File: config.mk
export PLATFORM = sky130hd
export DESIGN_NAME = pami_div
export DESIGN_NICKNAME = d
export VERILOG_FILES = /design/src/rtl/pami_div.sv
export SDC_FILE = /design/constraint.sdc
export NUM_CORES = 1
export LEC_CHECK = 0
export BUFFER_PORTS_ARGS = -buffer_cell sky130_fd_sc_hd__buf_4
export CORE_AREA = 4 4 173 91
export DETAILED_ROUTE_END_ITERATION = 12
export DIE_AREA = 0 0 177 95
export PLACE_DENSITY = 0.73
export SLEW_MARGIN = 10
export SYNTH_ARGS = -nofsm -noshare
export SYNTH_HDL_FRONTEND = slang
export SYNTH_SLANG_ARGS = --single-unit
File: constraint.sdc
create_clock -name clk_i -period 3.24 [get_ports clk_i]
set_input_delay 0.486 -clock clk_i [delete_from_list [all_inputs] [get_ports clk_i]]
set_output_delay 0.486 -clock clk_i [all_outputs]
set_load 0.01 [all_outputs]
File: src/rtl/pami_div.sv
// Restoring divider, one quotient bit per cycle.
`timescale 1ns / 1ps
module pami_div #(
  parameter int unsigned NumW = 56,
  parameter int unsigned DenW = 32
) (
  input  logic            clk_i,
  input  logic            rst_ni,
  input  logic            start_i,
  input  logic [NumW-1:0] num_i,
  input  logic [DenW-1:0] den_i,
  output logic            busy_o,
  output logic [NumW-1:0] quo_o
);
  localparam int unsigned CntW = $clog2(NumW + 1);

  logic [NumW-1:0] quo_q, quo_d;
  logic [DenW:0]   rem_q, rem_d;
  logic [DenW-1:0] den_q, den_d;
  logic [CntW-1:0] cnt_q, cnt_d;
  logic [DenW:0]   trial;
  logic [DenW:0]   diff;

  always_comb begin
    quo_d = quo_q;
    rem_d = rem_q;
    den_d = den_q;
    cnt_d = cnt_q;
    trial = {rem_q[DenW-1:0], quo_q[NumW-1]};
    diff  = trial - {1'b0, den_q};
    if (start_i) begin
      quo_d = num_i;
      rem_d = '0;
      den_d = den_i;
      cnt_d = CntW'(NumW);
    end else if (cnt_q != '0) begin
      if (!diff[DenW]) begin
        rem_d = diff;
        quo_d = {quo_q[NumW-2:0], 1'b1};
      end else begin
        rem_d = trial;
        quo_d = {quo_q[NumW-2:0], 1'b0};
      end
      cnt_d = cnt_q - 1'b1;
    end
  end

  always_ff @(posedge clk_i or negedge rst_ni) begin
    if (!rst_ni) begin
      cnt_q <= '0;
    end else begin
      cnt_q <= cnt_d;
    end
  end

  always_ff @(posedge clk_i) begin
    quo_q <= quo_d;
    rem_q <= rem_d;
    den_q <= den_d;
  end

  assign busy_o = (cnt_q != '0);
  assign quo_o  = quo_q;
endmodule

== Yosys cells after proc, flatten, opt, wreduce, memory -nomap -nowiden ==
Index checks and enable logic that the tools add are counted.

* Input port bits: 91
* Bits in registers: 126
* Output and inout bits: 57

* Reductions and logical operators: 2
* $add $sub $neg: 2
* Muxes and demuxes: 6

{| class="wikitable"
|+ Operator list
! operator !! count
|-
| $mux W56 || 2
|-
| $sub A33 B32 Y33 || 1
|-
| $mux W32 || 1
|-
| $mux W6 || 2
|-
| $reduce_bool A6 Y1 || 1
|-
| $sub A6 B1 Y6 const B || 1
|-
| $reduce_bool A2 Y1 || 1
|-
| $mux W1 || 1
|}

== Longest topological paths before layout ==
Gate-level depths: netlist of the first run.

* Depth in word-level cells: 4
* Mapped depth: 14
* Gate-level depth less buffers: 13

== Least setup slack after synthesis of the first run ==
Ideal clock, no wire load.

* Kind: reg2reg
* From: register quo_q[55], in the netlist quo_o[55]
* To: register rem_q[20]
* Library setup time: 0.133 ns
* Path slack: 0.307 ns
* Cell stages (with the launch flop): 15
* Data arrival time: 2.800 ns
* Cell sequence: edfxtp_1 inv_1 ha_1 fa_1 nand2b_1 a21oi_1 o211ai_1 nand2_1 a211oi_2 a211oi_4 xnor2_2 buf_2 nor2_1 a211oi_1 nor3_1

* Longest elaborated chain between the ends: 2

{| class="wikitable"
|+ Ends and longest elaborated chain
! element !! line !! source
|-
| from (decl) || 17 || <nowiki>logic [NumW-1:0] quo_q, quo_d;</nowiki>
|-
| from (signal assigned) || 57 || <nowiki>quo_q <= quo_d;</nowiki>
|-
| $sub A33 B32 Y33 || 30 || <nowiki>diff = trial - {1'b0, den_q};</nowiki>
|-
| $mux W32 || 37 || <nowiki>if (!diff[DenW]) begin</nowiki>
|-
| to (signal assigned) || 58 || <nowiki>rem_q <= rem_d;</nowiki>
|-
| to (decl) || 18 || <nowiki>logic [DenW:0] rem_q, rem_d;</nowiki>
|}

Every way passes these cells.
A chain may end at the register's enable or synchronous reset.

== Final worst setup path of the first run ==
* From: register den_q[2]
* To: register rem_q[31]

* Longest elaborated chain between the ends: 2

{| class="wikitable"
|+ Ends and longest elaborated chain
! element !! line !! source
|-
| from (decl) || 19 || <nowiki>logic [DenW-1:0] den_q, den_d;</nowiki>
|-
| from (signal assigned) || 59 || <nowiki>den_q <= den_d;</nowiki>
|-
| $sub A33 B32 Y33 || 30 ||
|-
| $mux W32 || 37 ||
|}

Every way passes these cells.

==> results.cfg, run 1 <==
[run_status]
status = finished, final reports clean

[timing]
relSlewSlack = 0.5279
slew_violations = 0
period_minus_slack_ps = 3052
setup_viol = 0
fin_setup_tns_ps = 0
worst_slew_pin_slew_ps = 707.1
hold_ws_ps = 236.7
fin_skew_ps = 10.64
fin_crit_sh = 0.9419
fmax_mhz = 327.7
hold_violations = 0

[route]
vias = 5570
firstDrtPassIters = 5
wl_mm = 16.58
drtIter0Drc = 335
drc = 0
antenna_left = 0
wl_per_cell_um = 16.05
vias_per_cell = 5.392

[global_route]
antenna_found_initial = 0
grt_pass1_wl_mm = 26.27
grt_start_max_net_pins = 92
grt_pass1_vias = 5500
grt_util_all_layers = 0.1958
grt_remaining_overflow = 0

[clock_tree]
cts_tree = yes
worstSkewPairLatency_ps = 420
htree_num_levels = 4
clk_pin_slew_worst_paths_ps = 60
numCtsBuffers = 17
cts.sinks = 126
clock-root-buffer = clkbuf_16
clock_path_buffers = 2

[worst_hold_path]
hold_depth = 1
hold_path_class = input pin to register
min_delay_worst_endpoint = den_q[5]
hp-start = den_i[5]

[critical_path]
cp_slowest_stage_delay_ps = 530
critical_path.cell_chain = inv_1 > ha_1 > o211ai_1 > a21oi_1 > o21ai_0 > a21boi_1 > o21ai_0 > a31oi_2 > a31oi_1 > or4b_1 > a31oi_1 > o32ai_1
crit_fanout = 4
cp-start-kind = register
critical_path.top_delay_family = compound AO/OA/AOI/OAI gates
crit_buf_inv = 1
crit_type = register to register
cp_slowest_cell = or4b_1
timing.rr.end = rem_q[31]
r2r-start = den_q[2]
r2r_cells = 12
required_ps = 3530
regToRegSetupSlack_ps = 190
cp-end-kind = register
crit_arrival_ps = 3340

[floorplan]
die_x_um = 177
die_h_um = 95
start_util = 0.4927
num_io_pins = 148
row_count = 31
fp.coreArea_um2 = 14230
die_area_um2 = 16820

[synthesis]
synth_area_um2 = 7014
seq_area_frac_synth = 0.4895
ys_ff_latch = 126
synthFlopType = edfxtp_1
synthesis.nets = 794
ys_types = 63
yosys_warnings = 0
syn_avg_cell_area_um2 = 10.48
synthArstFlopShare = 0.04762
synthCells = 669
synth-edff-count = 88

[run]
timing.max_cap.violations = 0

[placed_design]
place_congestion = 0.9094
port-buffer-count = 147
hpwl_mm = 11.58
placed_cell_area_um2 = 8391

[power]
leakagePower_nw = 3.894
vdd_drop_max_uv = 440.6
power_mw = 6.761
power_density_nw_per_um2 = 742.8

[finish]
diodes = 0
nets = 947
syn2layout_area_growth_pct = 29.75
fin_util = 0.6394
postLayoutCellArea_um2 = 9101
multi_input_comb_area_um2 = 3321
layout_commonest_cell = buf_4
fill_cells = 1169
drive_above_1_share = 0.3317
final_cell_mix = buf_4, edfxtp_1, nor2_1
regArea_um2 = 3433
## per-layer routing
metal / vias up / wire length (um) / track usage
met5: - / 0 / 0
met4: 0 / 291 / 0.07529
met3: 30 / 1097 / 0.06080
met2: 160 / 7997 / 0.3238
met1: 2629 / 7197 / 0.2431
li1: 2751 / - / -
## stage by stage
| stage | worst slack (ps) | cells |
|---|---|---|
| detailed placement | -15.70 | 993 |
| global placement | 160.1 | 993 |
| CTS | 1.186 | 1026 |
| global route | -3.857 | 1033 |
| finish | 188.2 | 1033 |
| floorplan | 306.8 | 669 |
## kinds of logic after synthesis
family / count (synthesis) / share of synthesized area
flops: 126 / 0.4895
simple gates: 193 / 0.1274
mux: 58 / 0.09258
fa+ha+maj: 34 / 0.06172
compound gates: 151 / 0.1459
xor+xnor: 28 / 0.03710
buf+inv: 79 / 0.04584
## power breakdown
part           total, mW  internal, mW  switching, mW  leakage [nW]
Clock               1.91          1.14          0.770         0.285
Combinational       2.65          1.24           1.41          2.37
Sequential          2.20          2.01          0.192          1.24
Total               6.76          4.39           2.37          3.89
## worst max path at each step
stage	end	depth (start not counted)	from	slack (ps)
floorplan	rem_q[20]	14	quo_o[55]	310
detailed placement	rem_q[0]	14	quo_o[55]	-20
finish	rem_q[31]	12	den_q[2]	190
CTS	rem_q[0]	14	quo_o[55]	1
global placement	rem_q[31]	12	den_q[4]	160
global route	rem_q[30]	13	den_q[15]	-4
## cell usage after synthesis, drive strengths merged, types with 22 or more instances
master  count  share of area
a21oi      39          0.028
xnor2      24          0.032
o21ai      29          0.021
nor2       68          0.036
ha         33          0.059
a211oi     22          0.027
nand2      57          0.031
clkbuf     26          0.014
mux2       55          0.088
inv        42          0.022
dfxtp      32          0.091
edfxtp     88           0.38
## what timing repair did
item | CTS | global route
hold endpoints to repair | 6 | 0
setup endpoints to repair | 5 | 28
setup buffers | 0 | 6
hold buffers | 1 | 0
cloned | 0 | 1
gates resized for setup | 0 | 7
pin swaps | 1 | 6
## sequential cells by signal (all words and copies together), names as in the netlist
name and count:
quo_o 56, den_q 32, rem_q 32, cnt_q 6
## area by class of cell
type,instances,share of cell area
inverters,42,0.01732
well taps,198,0.02722
clock inverters,15,0.01787
clock buffers,17,0.04674
multi-input cells,464,0.3649
flip-flops and latches,126,0.3772
repair buffers,171,0.1487
## worst register-to-register path: stages, from the launching register on
cell and delay (ps):
edfxtp_1 320, inv_1 40, ha_1 360, o211ai_1 120, a21oi_1 200, o21ai_0 190, a21boi_1 200, o21ai_0 180
a31oi_2 300, a31oi_1 170, or4b_1 530, a31oi_1 210, o32ai_1 100
Note: power is estimated with default switching activity, not from simulation.
==> inputs of run 2 (changes only) <==
--- a/config.mk
+++ b/config.mk
@@ -5,11 +5,12 @@
 export SDC_FILE = /design/constraint.sdc
 export NUM_CORES = 1
 export LEC_CHECK = 0
+export ABC_AREA = 1
 export BUFFER_PORTS_ARGS = -buffer_cell sky130_fd_sc_hd__buf_4
-export CORE_AREA = 4 4 173 91
+export CORE_AREA = 4 4 186 98
 export DETAILED_ROUTE_END_ITERATION = 12
-export DIE_AREA = 0 0 177 95
-export PLACE_DENSITY = 0.73
+export DIE_AREA = 0 0 190 102
+export PLACE_DENSITY = 0.72
 export SLEW_MARGIN = 10
 export SYNTH_ARGS = -nofsm -noshare
 export SYNTH_HDL_FRONTEND = slang
==> constraint.sdc (replaced) <==
create_clock -name clk_i -period 3.4 [get_ports clk_i]
set_input_delay 0.51 -clock clk_i [delete_from_list [all_inputs] [get_ports clk_i]]
set_output_delay 0.51 -clock clk_i [all_outputs]
set_load 0.01 [all_outputs]
==> run 2 against run 1 <==
Effect of this change: first-iteration DRC count grew 93%; sequential power shrank 18%; critical endpoint is now busy_o; largest cell class is now multi-input gates; combinational power shrank 78%.
==> results.cfg, run 2 <==
[clock_tree]
numCtsBuffers = 17
cts.sinks = 126
cts_tree = yes
ctsResizeCount = 0
clock_path_buffers = 2
worstSkewPairLatency_ps = 420
postCtsHoldBufs = 1
htree_num_levels = 4
cts_setup_buffers = 0
clk_pin_slew_worst_paths_ps = 60
clock-root-buffer = clkbuf_16

[critical_path]
r2r_cells = 17
crit_fanout = 64
required_ps = 2890
regToRegSetupSlack_ps = 790
timing.rr.end = rem_q[18]
cp-start-kind = register
crit_arrival_ps = 2400
crit_type = register to output pin
r2r-start = quo_o[55]
cp-end-kind = output pin

[run]
timing.max_cap.violations = 0

[run_status]
status = finished, final reports clean

[finish]
postLayoutCellArea_um2 = 10040
fin_util = 0.5972
diodes = 0
final_cell_mix = nand2_1, inv_1, buf_4
drive_above_1_share = 0.1767
largest_reg_flops = 56
syn2layout_area_growth_pct = 22.83
nets = 1436
layout_commonest_cell = nand2_1
final_cells = 1558
fill_cells = 1573

[synthesis]
synth_area_um2 = 8170
ys_ff_latch = 126
yosys.area.top_type = edfxtp_1
synth.area.top_cells = edfxtp_1, nand2_1, inv_1
synthCells = 1169
ys_top_cells_by_count = nand2_1, inv_1, nor2_1
seq_area_frac_synth = 0.4202
synthesis.nets = 1294
syn_avg_cell_area_um2 = 6.989
synth_top_area_share = 0.3234
yosys_warnings = 0
synth-edff-count = 88
synthArstFlopShare = 0.04762
synth.most_common_cell = nand2_1
synthFlopType = edfxtp_1
ys_types = 39

[placed_design]
pre_cts_slack_ps = 837.0
place_congestion = 1.043
placed_cell_area_um2 = 9444
hpwl_mm = 16.65
port-buffer-count = 147
post-place-cells = 1525

[global_route]
grt_remaining_overflow = 0
grt_pass1_vias = 6656
grt_pass1_wl_mm = 34.36
grt_util_all_layers = 0.2253
antenna_found_initial = 0
grt_start_max_net_pins = 87

[timing]
fin_ws_ps = 490.3
relSlewSlack = 0.3137
period_minus_slack_ps = 2910
fin_skew_ps = 11.22
setup_viol = 0
slew_violations = 0
hold_violations = 0
fin_crit_sh = 0.8558
hold_ws_ps = 266.4
worst_slew_pin_slew_ps = 1029
rsz0062_at_grt = no
fin_setup_tns_ps = 0
fmax_mhz = 343.7

[floorplan]
fp.coreArea_um2 = 16800
start_util = 0.4862
num_io_pins = 148
row_count = 34
die_area_um2 = 19380
die_x_um = 190
die_h_um = 102

[worst_hold_path]
min_delay_worst_endpoint = den_q[23]
hp-start = den_i[23]
hold_depth = 1
hold_path_class = input pin to register

[route]
antenna_left = 0
firstDrtPassIters = 5
drc = 0
wl_mm = 21.88
wl_per_cell_um = 14.04
vias_per_cell = 4.841
drtIter0Drc = 646
vias = 7542

[power]
leakagePower_nw = 5.671
power_density_nw_per_um2 = 418.2
power_mw = 4.197
vdd_drop_max_uv = 359.5
==> run 2: cell count changes after synthesis, moves of 18 or more <==
cell and delta:
mux2_2 -55, o21ai_0 -22, xnor2_1 -21, nor2_1 +38
nand2_2 +29, nand2_1 +403, a21oi_1 -19, a211oi_1 -18
inv_1 +158, nand3_1 +88
==> run 2: routing by layer <==
layer  track usage  share of wire  vias to the layer above
met5             0              0                        -
met4       0.05000         0.0069                        0
met3       0.05904          0.091                       18
met2        0.2887           0.38                      252
met1        0.3677           0.53                     3405
li1              -              -                     3867
==> run 2: layout make-up <==
cell class / instances / area (um2) / area share
multi-input cells: 809 / 3815 / 0.3801
flip-flops and latches: 126 / 3433 / 0.3421
repair buffers: 152 / 1144 / 0.1140
inverters: 205 / 769.5 / 0.07667
clock buffers: 19 / 442.9 / 0.04413
well taps: 234 / 292.8 / 0.02917
clock inverters: 13 / 138.9 / 0.01384
==> run 2: kinds of logic after synthesis <==
family | after synthesis | synth area share
AO/OA/AOI/OAI | 36 | 0.02619
XOR/XNOR | 11 | 0.01179
adder cells (fa/ha/maj) | 34 | 0.05299
buffers and inverters | 234 | 0.1129
flip-flops | 126 | 0.4202
AND/OR/NAND/NOR | 728 | 0.3760
==> run 2: worst max path at each step <==
stage,startpoint,endpoint,depth (start not counted)
final,cnt_q[0],busy_o,11
after global routing,cnt_q[0],busy_o,11
after CTS,cnt_q[0],busy_o,11
after detailed placement,quo_o[55],rem_q[18],17
after global placement,start_i,quo_o[13],4
after floorplan,cnt_q[0],quo_o[0],13
==> run 2: worst max-delay path: stages, from the launching register on <==
cell and delay (ps):
dfrtp_1 360, inv_1 100, ha_1 180, inv_1 50, nor3_1 130, inv_1 100
nor2_1 90, inv_1 60, nor2_2 250, inv_2 60, buf_4 330, buf_4 250
==> run 2: where the power goes <==
part | internal, mW | switching [mW]
clock | 1.10 | 0.694
combinational | 0.256 | 0.333
sequential | 1.76 | 0.0559
total | 3.11 | 1.08
